<file path="config.mk">
export PLATFORM = sky130hd
export DESIGN_NAME = integer_to_ascii_formatter
export DESIGN_NICKNAME = d
export VERILOG_FILES = /design/src/hdl/ita_pkg.sv /design/src/hdl/ita_ram.sv /design/src/hdl/ita_div.sv /design/src/hdl/integer_to_ascii_formatter.sv
export SDC_FILE = /design/constraint.sdc
export NUM_CORES = 1
export LEC_CHECK = 0
export ABC_CLOCK_PERIOD_IN_PS = 10000
export BUFFER_PORTS_ARGS = -buffer_cell sky130_fd_sc_hd__buf_2
export CAP_MARGIN = 15
export CORE_ASPECT_RATIO = 0.6
export CORE_MARGIN = 5
export CORE_UTILIZATION = 60
export DETAILED_ROUTE_END_ITERATION = 8
export PLACE_DENSITY = 0.78
export SLEW_MARGIN = 20
export SYNTH_ARGS = -nofsm -noshare
export SYNTH_HDL_FRONTEND = slang
export SYNTH_SLANG_ARGS = --single-unit
</file>
<file path="constraint.sdc">
create_clock -name clk -period 10 [get_ports clk]
set_input_delay 2.5 -clock clk [delete_from_list [all_inputs] [get_ports clk]]
set_output_delay 2.5 -clock clk [all_outputs]
set_load 0.005 [all_outputs]
</file>
<file path="src/hdl/ita_pkg.sv">
`timescale 1ns / 1ps

package ita_pkg;

    // Field widths
    localparam int DATA_W  = 32;
    localparam int RADIX_W = 6;
    localparam int FIELD_W = 6;
    localparam int FLAGS_W = 7;
    localparam int CHAR_W  = 8;

    // Default sizing
    localparam int DEF_MAX_DIGITS = 32;
    localparam int DEF_MAX_FIELD  = 62;
    localparam int MAX_PRECISION  = 60;

    // Valid radix range
    localparam logic [RADIX_W-1:0] RADIX_MIN = 6'd2;
    localparam logic [RADIX_W-1:0] RADIX_MAX = 6'd36;
    localparam logic [RADIX_W-1:0] RADIX_OCT = 6'd8;
    localparam logic [RADIX_W-1:0] RADIX_HEX = 6'd16;

    // Divider: quotient bits retired per cycle
    localparam int BITS_PER_STEP = 4;
    localparam int DIV_STEPS     = DATA_W / BITS_PER_STEP;
    localparam int STEP_CNT_W    = $clog2(DIV_STEPS);

    // Format flag bit positions
    localparam int FLAG_ZEROPAD = 0;
    localparam int FLAG_SIGNED  = 1;
    localparam int FLAG_PLUS    = 2;
    localparam int FLAG_SPACE   = 3;
    localparam int FLAG_LEFT    = 4;
    localparam int FLAG_PREFIX  = 5;
    localparam int FLAG_LOWER   = 6;

    // Characters
    localparam logic [CHAR_W-1:0] CH_NUL   = 8'h00;
    localparam logic [CHAR_W-1:0] CH_SPACE = 8'h20;
    localparam logic [CHAR_W-1:0] CH_PLUS  = 8'h2B;
    localparam logic [CHAR_W-1:0] CH_MINUS = 8'h2D;
    localparam logic [CHAR_W-1:0] CH_ZERO  = 8'h30;
    localparam logic [CHAR_W-1:0] CH_UP_A  = 8'h41;
    localparam logic [CHAR_W-1:0] CH_UP_X  = 8'h58;
    localparam logic [CHAR_W-1:0] CH_LO_A  = 8'h61;
    localparam logic [CHAR_W-1:0] CH_LO_X  = 8'h78;

    // Digit value to ASCII, 0-9 then letters
    function automatic logic [CHAR_W-1:0] digit_char(
        input logic [RADIX_W-1:0] d,
        input logic               lower
    );
        logic [CHAR_W-1:0] d8;
        d8 = CHAR_W'(d);
        if (d8 < 8'd10)
        begin
            return CH_ZERO + d8;
        end
        return (lower ? CH_LO_A : CH_UP_A) + d8 - 8'd10;
    endfunction

endpackage

</file>
<file path="src/hdl/ita_ram.sv">
`timescale 1ns / 1ps

module ita_ram #(
    parameter int WIDTH = 6,
    parameter int DEPTH = 32
) (
    input  logic                     clk,
    input  logic                     we,
    input  logic [$clog2(DEPTH)-1:0] waddr,
    input  logic [WIDTH-1:0]         wdata,
    input  logic [$clog2(DEPTH)-1:0] raddr,
    output logic [WIDTH-1:0]         rdata
);

    logic [WIDTH-1:0] mem [DEPTH];
    logic [WIDTH-1:0] rdata_reg;

    always_ff @(posedge clk)
    begin
        if (we)
        begin
            mem[waddr] <= wdata;
        end
        rdata_reg <= mem[raddr];
    end

    assign rdata = rdata_reg;

endmodule

</file>
<file path="src/hdl/ita_div.sv">
`timescale 1ns / 1ps

// Restoring divider, BITS_PER_STEP quotient bits per cycle.
module ita_div (
    input  logic                        clk,
    input  logic                        rst_n,
    input  logic                        go,
    input  logic [ita_pkg::DATA_W-1:0]  dividend,
    input  logic [ita_pkg::RADIX_W-1:0] divisor,
    output logic                        done,
    output logic [ita_pkg::DATA_W-1:0]  quotient,
    output logic [ita_pkg::RADIX_W-1:0] remainder
);

    import ita_pkg::*;

    logic                  run_reg;
    logic                  done_reg;
    logic [STEP_CNT_W-1:0] step_reg;
    logic [DATA_W-1:0]     work_reg;
    logic [RADIX_W:0]      rem_reg;
    logic [RADIX_W-1:0]    dvs_reg;

    logic [DATA_W-1:0]     work_next;
    logic [RADIX_W:0]      rem_next;

    // One step: shift in dividend bits, subtract where it fits
    always_comb
    begin
        rem_next  = rem_reg;
        work_next = work_reg;
        for (int i = 0; i < BITS_PER_STEP; i++)
        begin
            rem_next  = {rem_next[RADIX_W-1:0], work_next[DATA_W-1]};
            work_next = {work_next[DATA_W-2:0], 1'b0};
            if (rem_next >= {1'b0, dvs_reg})
            begin
                rem_next     = rem_next - {1'b0, dvs_reg};
                work_next[0] = 1'b1;
            end
        end
    end

    always_ff @(posedge clk or negedge rst_n)
    begin
        if (!rst_n)
        begin
            run_reg  <= 1'b0;
            done_reg <= 1'b0;
            step_reg <= '0;
        end
        else
        begin
            done_reg <= 1'b0;
            if (go)
            begin
                run_reg  <= 1'b1;
                step_reg <= '0;
            end
            else if (run_reg)
            begin
                step_reg <= step_reg + 1'b1;
                if (step_reg == STEP_CNT_W'(DIV_STEPS - 1))
                begin
                    run_reg  <= 1'b0;
                    done_reg <= 1'b1;
                end
            end
        end
    end

    always_ff @(posedge clk)
    begin
        if (go)
        begin
            work_reg <= dividend;
            rem_reg  <= '0;
            dvs_reg  <= divisor;
        end
        else if (run_reg)
        begin
            work_reg <= work_next;
            rem_reg  <= rem_next;
        end
    end

    assign done      = done_reg;
    assign quotient  = work_reg;
    assign remainder = rem_reg[RADIX_W-1:0];

endmodule

</file>
<file path="src/hdl/integer_to_ascii_formatter.sv">
`timescale 1ns / 1ps

// printf-style integer formatter. Pulse start while busy is low to hand over
// one value with its radix (2..36), field width, minimum digit count and flags.
// The text comes back one character per strobe cycle: leading spaces, sign,
// octal "0" or hex "0x"/"0X" prefix, zero padding, digits, trailing spaces;
// last_char marks the final character. There is no backpressure: each result
// is valid for exactly one cycle and must be captured then. A radix outside
// 2..36 returns a single strobe with bad_radix and last_char set and out_char
// zero in the cycle after start, and never raises busy.
// Timing: digits come from a restoring divider that retires 4 quotient
// bits per cycle, one division per digit. Within a text segment characters
// stream at one per cycle; strobe may stay low between one segment and
// the next.

module integer_to_ascii_formatter #(
    parameter int MAX_DIGITS = ita_pkg::DEF_MAX_DIGITS,
    parameter int MAX_FIELD  = ita_pkg::DEF_MAX_FIELD
) (
    input  logic                        clk,
    input  logic                        rst_n,
    input  logic                        start,
    output logic                        busy,
    input  logic [ita_pkg::DATA_W-1:0]  value,
    input  logic [ita_pkg::RADIX_W-1:0] radix,
    input  logic [ita_pkg::FIELD_W-1:0] text_width,
    input  logic [ita_pkg::FIELD_W-1:0] min_digits,
    input  logic [ita_pkg::FLAGS_W-1:0] format_flags,
    output logic                        strobe,
    output logic [ita_pkg::CHAR_W-1:0]  out_char,
    output logic                        last_char,
    output logic                        bad_radix
);

    import ita_pkg::*;

    localparam int IDX_W  = $clog2(MAX_DIGITS);
    localparam int CNT_W  = $clog2(MAX_DIGITS + 1);
    localparam int SIZE_W = 8;

    // Sequencer: divide, plan the padding, then walk the text segments
    typedef enum logic [9:0] {
        ST_IDLE   = 10'b00_0000_0001,
        ST_DIVIDE = 10'b00_0000_0010,
        ST_PLAN   = 10'b00_0000_0100,
        ST_LEAD   = 10'b00_0000_1000,
        ST_SIGN   = 10'b00_0001_0000,
        ST_PFX    = 10'b00_0010_0000,
        ST_MID    = 10'b00_0100_0000,
        ST_ZERO   = 10'b00_1000_0000,
        ST_DIGIT  = 10'b01_0000_0000,
        ST_TRAIL  = 10'b10_0000_0000
    } state_t;

    state_t state_reg, state_next;

    // Output register
    logic               strobe_reg;
    logic [CHAR_W-1:0]  out_char_reg;
    logic               last_reg;
    logic               bad_reg;

    // Per-transaction context
    logic [FIELD_W-1:0] width_reg,    width_next;
    logic [FIELD_W-1:0] prec_reg,     prec_next;
    logic               lead_reg,     lead_next;     // space pad before sign
    logic               zp_reg,       zp_next;       // zero pad after prefix
    logic               lower_reg,    lower_next;
    logic               hex_reg,      hex_next;
    logic               has_sign_reg, has_sign_next;
    logic [CHAR_W-1:0]  sign_reg,     sign_next;
    logic [1:0]         pfx_len_reg,  pfx_len_next;
    logic [RADIX_W-1:0] radix_hold_reg, radix_hold_next;

    // Counters
    logic [CNT_W-1:0]   ndig_reg,     ndig_next;
    logic [IDX_W-1:0]   dig_idx_reg,  dig_idx_next;
    logic [FIELD_W-1:0] pad_reg,      pad_next;
    logic [FIELD_W-1:0] zcnt_reg,     zcnt_next;
    logic [1:0]         pfx_cnt_reg,  pfx_cnt_next;

    // Divider and digit store
    logic               div_go;
    logic [DATA_W-1:0]  div_dividend;
    logic               div_done;
    logic [DATA_W-1:0]  div_quot;
    logic [RADIX_W-1:0] div_rem;
    logic [RADIX_W-1:0] div_radix;
    logic               ram_we;
    logic [RADIX_W-1:0] ram_rdata;

    // Emission
    logic               emit;
    logic [CHAR_W-1:0]  emit_char;
    logic               emit_last;
    logic               emit_bad;

    // Decode of the incoming transaction
    logic               radix_ok;
    logic               neg_in;
    logic [DATA_W-1:0]  mag_in;
    logic               prefix_in;

    // Padding plan
    logic [SIZE_W-1:0]  ndig8;
    logic [SIZE_W-1:0]  prec8;
    logic [SIZE_W-1:0]  precp8;
    logic [SIZE_W-1:0]  size8;

    assign radix_ok  = radix inside {[RADIX_MIN:RADIX_MAX]};
    assign neg_in    = format_flags[FLAG_SIGNED] && value[DATA_W-1];
    assign mag_in    = neg_in ? (DATA_W'(0) - value) : value;
    assign prefix_in = format_flags[FLAG_PREFIX];

    // size = width - sign - prefix - max(prec, digits); negative means no pad
    assign ndig8  = SIZE_W'(ndig_reg);
    assign prec8  = SIZE_W'(prec_reg);
    assign precp8 = (ndig8 > prec8) ? ndig8 : prec8;
    assign size8  = SIZE_W'(width_reg) - SIZE_W'(has_sign_reg) - SIZE_W'(pfx_len_reg)
                    - precp8;

    // Radix for the divider: live input on the start cycle, held afterwards
    assign div_radix = (state_reg == ST_IDLE) ? radix : radix_hold_reg;

    ita_div u_div (
        .clk       (clk),
        .rst_n     (rst_n),
        .go        (div_go),
        .dividend  (div_dividend),
        .divisor   (div_radix),
        .done      (div_done),
        .quotient  (div_quot),
        .remainder (div_rem)
    );

    ita_ram #(
        .WIDTH (RADIX_W),
        .DEPTH (MAX_DIGITS)
    ) u_digits (
        .clk   (clk),
        .we    (ram_we),
        .waddr (ndig_reg[IDX_W-1:0]),
        .wdata (div_rem),
        .raddr (dig_idx_next),
        .rdata (ram_rdata)
    );

    always_comb
    begin
        state_next      = state_reg;
        width_next      = width_reg;
        prec_next       = prec_reg;
        lead_next       = lead_reg;
        zp_next         = zp_reg;
        lower_next      = lower_reg;
        hex_next        = hex_reg;
        has_sign_next   = has_sign_reg;
        sign_next       = sign_reg;
        pfx_len_next    = pfx_len_reg;
        radix_hold_next = radix_hold_reg;
        ndig_next       = ndig_reg;
        dig_idx_next    = dig_idx_reg;
        pad_next        = pad_reg;
        zcnt_next       = zcnt_reg;
        pfx_cnt_next    = pfx_cnt_reg;
        div_go          = 1'b0;
        div_dividend    = div_quot;
        ram_we          = 1'b0;
        emit            = 1'b0;
        emit_char       = CH_NUL;
        emit_last       = 1'b0;
        emit_bad        = 1'b0;

        case (state_reg)
            ST_IDLE:
            begin
                if (start)
                begin
                    if (!radix_ok)
                    begin
                        // Error transaction: one result, no text
                        emit      = 1'b1;
                        emit_last = 1'b1;
                        emit_bad  = 1'b1;
                    end
                    else
                    begin
                        width_next = (text_width > FIELD_W'(MAX_FIELD)) ?
                                     FIELD_W'(MAX_FIELD) : text_width;
                        prec_next  = (min_digits > FIELD_W'(MAX_PRECISION)) ?
                                     FIELD_W'(MAX_PRECISION) : min_digits;
                        // Left justify cancels zero padding
                        zp_next    = format_flags[FLAG_ZEROPAD] && !format_flags[FLAG_LEFT];
                        lead_next  = !format_flags[FLAG_ZEROPAD] && !format_flags[FLAG_LEFT];
                        lower_next = format_flags[FLAG_LOWER];
                        hex_next   = (radix == RADIX_HEX);
                        radix_hold_next = radix;
                        if (neg_in)
                        begin
                            has_sign_next = 1'b1;
                            sign_next     = CH_MINUS;
                        end
                        else if (format_flags[FLAG_PLUS])
                        begin
                            has_sign_next = 1'b1;
                            sign_next     = CH_PLUS;
                        end
                        else if (format_flags[FLAG_SPACE])
                        begin
                            has_sign_next = 1'b1;
                            sign_next     = CH_SPACE;
                        end
                        else
                        begin
                            has_sign_next = 1'b0;
                            sign_next     = CH_NUL;
                        end
                        if (prefix_in && radix == RADIX_HEX)
                        begin
                            pfx_len_next = 2'd2;
                        end
                        else if (prefix_in && radix == RADIX_OCT)
                        begin
                            pfx_len_next = 2'd1;
                        end
                        else
                        begin
                            pfx_len_next = 2'd0;
                        end
                        ndig_next    = '0;
                        div_go       = 1'b1;
                        div_dividend = mag_in;
                        state_next   = ST_DIVIDE;
                    end
                end
            end

            ST_DIVIDE:
            begin
                if (div_done)
                begin
                    // Store remainder, least significant digit first
                    ram_we    = 1'b1;
                    ndig_next = ndig_reg + 1'b1;
                    if (div_quot == '0 || ndig_reg == CNT_W'(MAX_DIGITS - 1))
                    begin
                        state_next = ST_PLAN;
                    end
                    else
                    begin
                        div_go = 1'b1;
                    end
                end
            end

            ST_PLAN:
            begin
                pad_next     = size8[SIZE_W-1] ? '0 : size8[FIELD_W-1:0];
                zcnt_next    = FIELD_W'(precp8 - ndig8);
                dig_idx_next = IDX_W'(ndig_reg - 1'b1);
                pfx_cnt_next = pfx_len_reg;
                state_next   = ST_LEAD;
            end

            ST_LEAD:
            begin
                if (lead_reg && pad_reg != '0)
                begin
                    emit      = 1'b1;
                    emit_char = CH_SPACE;
                    pad_next  = pad_reg - 1'b1;
                end
                else
                begin
                    state_next = ST_SIGN;
                end
            end

            ST_SIGN:
            begin
                emit       = has_sign_reg;
                emit_char  = sign_reg;
                state_next = ST_PFX;
            end

            ST_PFX:
            begin
                if (pfx_cnt_reg != 2'd0)
                begin
                    emit         = 1'b1;
                    emit_char    = CH_ZERO;
                    if (pfx_cnt_reg == 2'd1 && hex_reg)
                    begin
                        emit_char = lower_reg ? CH_LO_X : CH_UP_X;
                    end
                    pfx_cnt_next = pfx_cnt_reg - 1'b1;
                end
                else
                begin
                    state_next = ST_MID;
                end
            end

            ST_MID:
            begin
                if (zp_reg && pad_reg != '0)
                begin
                    emit      = 1'b1;
                    emit_char = CH_ZERO;
                    pad_next  = pad_reg - 1'b1;
                end
                else
                begin
                    state_next = ST_ZERO;
                end
            end

            ST_ZERO:
            begin
                if (zcnt_reg != '0)
                begin
                    emit      = 1'b1;
                    emit_char = CH_ZERO;
                    zcnt_next = zcnt_reg - 1'b1;
                end
                else
                begin
                    state_next = ST_DIGIT;
                end
            end

            ST_DIGIT:
            begin
                // Pad left over here is the trailing run of a left-justified field
                emit      = 1'b1;
                emit_char = digit_char(ram_rdata, lower_reg);
                if (dig_idx_reg == '0)
                begin
                    emit_last  = (pad_reg == '0);
                    state_next = (pad_reg == '0) ? ST_IDLE : ST_TRAIL;
                end
                else
                begin
                    dig_idx_next = dig_idx_reg - 1'b1;
                end
            end

            ST_TRAIL:
            begin
                emit      = 1'b1;
                emit_char = CH_SPACE;
                pad_next  = pad_reg - 1'b1;
                if (pad_reg == FIELD_W'(1))
                begin
                    emit_last  = 1'b1;
                    state_next = ST_IDLE;
                end
            end

            default:
            begin
                state_next = ST_IDLE;
            end
        endcase
    end

    always_ff @(posedge clk or negedge rst_n)
    begin
        if (!rst_n)
        begin
            state_reg  <= ST_IDLE;
            strobe_reg <= 1'b0;
        end
        else
        begin
            state_reg  <= state_next;
            strobe_reg <= emit;
        end
    end

    always_ff @(posedge clk)
    begin
        out_char_reg   <= emit_char;
        last_reg       <= emit_last;
        bad_reg        <= emit_bad;
        width_reg      <= width_next;
        prec_reg       <= prec_next;
        lead_reg       <= lead_next;
        zp_reg         <= zp_next;
        lower_reg      <= lower_next;
        hex_reg        <= hex_next;
        has_sign_reg   <= has_sign_next;
        sign_reg       <= sign_next;
        pfx_len_reg    <= pfx_len_next;
        radix_hold_reg <= radix_hold_next;
        ndig_reg       <= ndig_next;
        dig_idx_reg    <= dig_idx_next;
        pad_reg        <= pad_next;
        zcnt_reg       <= zcnt_next;
        pfx_cnt_reg    <= pfx_cnt_next;
    end

    assign busy      = (state_reg != ST_IDLE);
    assign strobe    = strobe_reg;
    assign out_char  = out_char_reg;
    assign last_char = last_reg;
    assign bad_radix = bad_reg;

`ifndef SYNTHESIS
    // A transaction ends with its last character on the output
    a_end_on_last: assert property (@(posedge clk) disable iff (!rst_n)
        $fell(busy) |-> (strobe && last_char))
        else $error("busy dropped without a final character");

    // Error results are always single and final
    a_bad_is_last: assert property (@(posedge clk) disable iff (!rst_n)
        (strobe && bad_radix) |-> (last_char && out_char == CH_NUL))
        else $error("bad radix result malformed");

    // Text only comes out of a running conversion
    a_text_in_conv: assert property (@(posedge clk) disable iff (!rst_n)
        (strobe && !bad_radix) |-> $past(busy))
        else $error("character emitted outside a conversion");

    // Divider completes only while digits are being extracted
    a_div_owner: assert property (@(posedge clk) disable iff (!rst_n)
        div_done |-> (state_reg == ST_DIVIDE))
        else $error("divider result outside extraction");
`endif

endmodule
</file>
Word-level counts from Yosys, hierarchy flattened
Memory sizes are Yosys's and may differ from the RTL's. A register that Yosys moved wholly into a read port is not among the register bits.
Index checks and enable logic that the tools add are counted.
{"block": "word_totals", "ff_bits": 126, "ramBits": 192, "out_inout_bits": 12, "n_memories": 1, "inputBits": 60, "word_cells": 208}
{"memory": "u_digits.mem", "words": 32, "width": 6, "read_ports": 1, "rd_ports_with_merged_regs": 1, "write_ports": 1, "line_no": "ita_ram.sv:15", "source": "logic [WIDTH-1:0] mem [DEPTH];"}
{"block": "classes", "order_cmp": 10, "eq_ne": 34, "addsub": 19, "n_mux": 85, "n_reduce_logical": 32}
{"op": "two-way mux 32 bit", "count": 6}
{"op": "two-way mux 6 bit", "count": 19}
{"op": "two-way mux 10 bit", "count": 11}
{"op": "case mux 10 bit (10 select lines)", "count": 1}
{"op": "case mux 8 bit (7 select lines)", "count": 1}
{"op": "logical NOT 32 bit", "count": 1}
{"op": "subtractor 1 x 32 -> 32 bit, first input constant", "count": 1}
{"op": "two-way mux 1 bit", "count": 30}
{"op": "subtractor 6 bit", "count": 5}
{"op": "greater-or-equal comparator 7 x 6 -> 1 bit", "count": 4}
{"op": "inequality test 2 bit, second input constant", "count": 14}
{"op": "case mux 6 bit (2 select lines)", "count": 2}
{"op": "case mux 6 bit (4 select lines)", "count": 1}
{"op": "two-way mux 8 bit", "count": 2}
{"op": "two-way mux 7 bit", "count": 2}
{"op": "== test 6 x 5 -> 1 bit, second input constant", "count": 2}
{"op": "> comparator 6 bit, second input constant", "count": 2}
{"op": "nonzero test 6 bit", "count": 2}
{"op": "subtractor 6 x 1 -> 6 bit, second input constant", "count": 2}
{"op": "== test 10 x 1 -> 1 bit, second input constant", "count": 1}
{"op": "== test 10 bit, second input constant", "count": 1}
{"op": "== test 10 x 2 -> 1 bit, second input constant", "count": 1}
{"op": "== test 10 x 3 -> 1 bit, second input constant", "count": 1}
{"op": "== test 10 x 4 -> 1 bit, second input constant", "count": 1}
{"op": "other kinds (45)", "count": 67}

Longest topological paths before layout
{"block": "logic_depth", "word_depth": 10, "ltp_mapped": 33, "depth_no_buf": 32}

Cells and area by module
Synthesis repeated with hierarchy kept, for this count alone.
{"block": "unflattened", "hier_cells": 1289, "area_unflattened_um2": 16733.5}
{"module": "ita_ram", "cells_per_inst": 323, "n_inst": 1, "seq_area_each_um2": 5885.6, "area_each_um2": 7589.8}
{"module": "integer_to_ascii_formatter", "cells_per_inst": 677, "n_inst": 1, "seq_area_each_um2": 2018.2, "area_each_um2": 5798.1}
{"module": "ita_div", "cells_per_inst": 289, "n_inst": 1, "seq_area_each_um2": 1386.3, "area_each_um2": 3345.7}

Worst setup path after synthesis
Ideal clock, no wire load.
{"block": "synth_timing", "path_type": "register to register", "start": "register u_div.rem_reg[3]", "end": "register u_div.rem_reg[2]", "stages_incl_launch_ff": 32, "synth_period_minus_slack_ps": 7169, "path_buffers": 1, "slack_ps": 2831, "t_arrival_ps": 7053, "cell_sequence": "dfxtp_1 -> ha_1 -> a21o_1 -> a211oi_1 -> o21ai_1 -> o21ai_0 -> inv_1 -> ha_1 -> nor2b_1 -> o31a_1 -> o31a_1 -> a211oi_1 -> o21ai_1 -> mux2i_1 -> ha_1 -> nor2b_1 -> o21bai_1 -> nand3b_1 -> a211o_1 -> a221oi_1 -> o21ai_0 -> buf_2 -> mux2i_1 -> ha_1 -> nor2b_1 -> o21ai_0 -> a21oi_1 -> o21ai_0 -> a21oi_1 -> nor4_1 -> a31oi_1 -> a41o_1"}
{"block": "synth_via", "elab_chain_cells": 8}
{"element": "start: declaration", "line_no": "ita_div.sv:21", "source": "logic [RADIX_W:0] rem_reg;"}
{"element": "start signal: assignment", "line_no": "ita_div.sv:83", "source": "rem_reg <= rem_next;"}
{"element": "subtractor 6 bit / greater-or-equal comparator 7 x 6 -> 1 bit (equally long branches)", "line_no": "ita_div.sv:38, ita_div.sv:36"}
{"element": "two-way mux 6 bit (*)", "line_no": "ita_div.sv:36", "source": "if (rem_next >= {1'b0, dvs_reg})"}
{"element": "subtractor 6 bit / greater-or-equal comparator 7 x 6 -> 1 bit (equally long branches)", "line_no": "ita_div.sv:38, ita_div.sv:36"}
{"element": "two-way mux 6 bit (*)", "line_no": "ita_div.sv:36"}
{"element": "greater-or-equal comparator 7 x 6 -> 1 bit / subtractor 6 bit (equally long branches)", "line_no": "ita_div.sv:36, ita_div.sv:38"}
{"element": "two-way mux 6 bit (*)", "line_no": "ita_div.sv:36"}
{"element": "subtractor 6 bit / greater-or-equal comparator 7 x 6 -> 1 bit (equally long branches)", "line_no": "ita_div.sv:38, ita_div.sv:36"}
{"element": "two-way mux 6 bit (*)", "line_no": "ita_div.sv:36"}
Mark *: on every way between the ends. The rest lies on a longest branch, timed or not.
A chain may end at the register's enable or synchronous reset.

Worst setup path in the final report
{"block": "layout_timing", "start": "register u_div.dvs_reg[4]", "end": "register u_div.rem_reg[2]"}
{"block": "layout_via", "elab_chain_cells": 8}
{"element": "start: declaration", "line_no": "ita_div.sv:22", "source": "logic [RADIX_W-1:0] dvs_reg;"}
{"element": "start signal: assignment", "line_no": "ita_div.sv:78", "source": "dvs_reg <= divisor;"}
{"element": "subtractor 6 bit / greater-or-equal comparator 7 x 6 -> 1 bit (equally long branches)", "line_no": "ita_div.sv:38, ita_div.sv:36"}
{"element": "two-way mux 6 bit", "line_no": "ita_div.sv:36"}
{"element": "subtractor 6 bit / greater-or-equal comparator 7 x 6 -> 1 bit (equally long branches)", "line_no": "ita_div.sv:38, ita_div.sv:36"}
{"element": "two-way mux 6 bit", "line_no": "ita_div.sv:36"}
{"element": "greater-or-equal comparator 7 x 6 -> 1 bit / subtractor 6 bit (equally long branches)", "line_no": "ita_div.sv:36, ita_div.sv:38"}
{"element": "two-way mux 6 bit", "line_no": "ita_div.sv:36"}
{"element": "subtractor 6 bit / greater-or-equal comparator 7 x 6 -> 1 bit (equally long branches)", "line_no": "ita_div.sv:38, ita_div.sv:36"}
{"element": "two-way mux 6 bit (*)", "line_no": "ita_div.sv:36"}
Marked as above.

==> results.md <==
- Simple-Gate Fraction of Synth Area: 0.155
- Worst min path class: reg2reg
- Worst R2R Setup Slack: 1920 ps
- Num ports: 72
- # DRC: 0
- Syn nets: 1583
- Post-route ant nets: 0
- Compound-gate portion of the synthesized area: 0.111
- Critical R2R Capture: u_div.rem_reg[2]
- Largest family of logic cells by synthesized area: simple AND/OR/NAND/NOR gates
- CP endpoint kind: register
- Number of post-CTS setup repair buffers: 0
- Clk sinks: 321
- Slew @ Worst Pin: 959 ps
- Library cells used by synthesis: 71
- Avg Inst Size Synth: 11.2 sq um
- Max-Cap Viols: 0
- Resized cells post-CTS: 0
- Die Width: 222 um
- Largest net degree at the start of global routing: 77
- Final slew viol count: 0
- Share of post-route cells with drive strength above 1: 0.100
- Hold_buf cts: 0
- Die area: 30500 sq um
- Initial core utilization: 0.612
- Clk_lat worst skew: 560 ps
- Post-Route WL: 39.0 mm
- Met3 Usage GRT: 0.0722
- RSZ-0062 raised after global routing: false
- Mux contribution to synthesized area: 0.0236
- Minimum clock period: 8080 ps
- Fmax: 124 MHz
- CORE AREA: 26500 sq um
- Endpoints failing setup: 0
- Buffers added on ports: 71
- Worst hold slack: 462 ps
- Max reg flops: 192
- Min-delay src: sign_reg[2]
- Final Hold Fails: 0
- HPWL after DPL: 27.5 mm
- CP required: 10460 ps
- Global route total overflow: 0
- Most frequent cells in the layout: edfxtp_1, nand2_1, nor2_1
- Vias: 11595
- Setup CP Type: reg2reg
- Crit-path max cell delay: 430 ps
- CP Launch Type: register
- GRT busiest layer: met1
- CTS Buf Count: 29
- EDFF count, synth: 278
- Grt met2 use: 0.362
- Vias per std cell: 6.17
- Tcrit/Tclk final: 0.808
- Total GRT Usage: 0.257
- Worst r2r src: u_div.dvs_reg[4]
- GP Congestion: 0.916
- Xor-xnor portion of the synthesized cell area: 0.0384
- Hold Path Stages: 2
- First-pass GRT wire length: 62.1 mm
- Grt met1 use: 0.404
- Worst-path clk slew: 70 ps
- Data arrival, critical path: 8530 ps
- Max Root-Sink Buffers: 3
- Syn Inst Count: 1444
- Worst Hold End: out_char[2]
- Vias in the first global route: 11212
- Initial antenna violation count: 0
- Post-synth top flop: edfxtp_1
- Fraction of registers with async set/reset: 0.0498
- Area growth syn-to-layout: 9.86%
- Row cnt: 46
- Worst-case headroom to the max-slew limit: 0.357
- Ant. Diodes: 0
- Number of DRC markers in iteration 0: 1268
- Seq/Total Area, Yosys: 0.574
- Yosys synthesis warning count: 0
- Reg2reg path depth: 32
- Fill cells: 1996
- # H-tree levels: 1
- Status: completed
- Crit Path Max Fanout: 11
- Most common cell after layout, fill and taps aside: edfxtp_1
- Die H: 137 um
- DR WL/cell: 20.7 um
- CTS tree: yes
- Synthesized cell area: 16200 sq um
- Slowest cell on the critical path: mux2i_1
- CTS root buf: clkbuf_16
- Setup_tns: 0 ps
- Yosys reg bits: 321
- Drt first pass iters: 5
- Synth Area in Adders: 0.0648
- Clock skew: 14.5 ps
- Nets: 1640
## worst max-delay path, delay by kind of cell (launching register included)
family                   cells  cell delay [ps]
AO/OA/AOI/OAI               18             4260
AND/OR/NAND/NOR              5              800
flip-flops                   1              360
adder cells (fa/ha/maj)      4             1280
multiplexers                 2              740
buffers and inverters        3              530
## how the worst max path moves through the flow
stage | cells past startpoint | end | from
finish | 32 | u_div.rem_reg[2] | u_div.dvs_reg[4]
global route | 31 | u_div.rem_reg[2] | u_div.dvs_reg[4]
CTS | 32 | u_div.rem_reg[2] | u_div.dvs_reg[4]
detailed placement | 32 | u_div.rem_reg[2] | u_div.dvs_reg[4]
global placement | 32 | u_div.rem_reg[4] | u_div.dvs_reg[4]
floorplan | 31 | u_div.rem_reg[2] | u_div.rem_reg[3]
## kinds of logic after synthesis
kind of cell    Yosys count
compound gates          277
xor+xnor                 71
fa+ha+maj                79
buf+inv                 140
flops                   321
mux                      37
simple gates            519
## layout make-up
class                   instances  area, sq um  area share
flip-flops and latches        321         9290       0.522
repair buffers                 87          475      0.0267
clock inverters                10          124     0.00696
inverters                      79          297      0.0167
well taps                     360          450      0.0253
clock buffers                  40          767      0.0431
multi-input cells             983         6390       0.359
## cells in the mapped netlist, types with 11 or more instances
library cell / n / area (sq um)
o21a_1: 11 / 82.6
ha_1: 71 / 888
mux2i_1: 27 / 270
clkbuf_1: 40 / 150
a221oi_1: 11 / 96.3
dfxtp_1: 27 / 541
o22ai_1: 15 / 93.8
nor4_1: 26 / 163
o21ai_0: 59 / 295
a211oi_1: 12 / 90.1
edfxtp_1: 278 / 8350
nand2_1: 163 / 612
buf_2: 14 / 70.1
xor2_1: 28 / 245
dfrtp_1: 15 / 375
nor3_1: 25 / 125
inv_1: 74 / 278
nor2b_1: 14 / 87.6
and3_1: 35 / 219
a21oi_1: 76 / 380
nor2_1: 124 / 465
nand2b_1: 15 / 93.8
nand3_1: 52 / 260
a31oi_1: 17 / 106
xnor2_1: 43 / 377
nand4_1: 15 / 93.8
## metrics by stage
step	area, sq um	setup WS, ps	std cells	utilization
after CTS	17800	2070	1880	0.672
after global routing	17800	1220	1880	0.672
after floorplan	16200	2830	1444	-
after global placement	16900	2220	1830	0.638
after detailed placement	16900	2150	1830	0.638
final	17800	1920	1880	0.672
## per-layer routing
metal / vias to the layer above / wire [um]
li1: 5444 / -
met1: 5583 / 18200
met2: 514 / 16000
met3: 54 / 4200
met4: 0 / 680
met5: - / 0
Power is left out: the tool's default activity adds up to more than one toggle a clock period on the data nets, which glitch-free logic cannot reach.
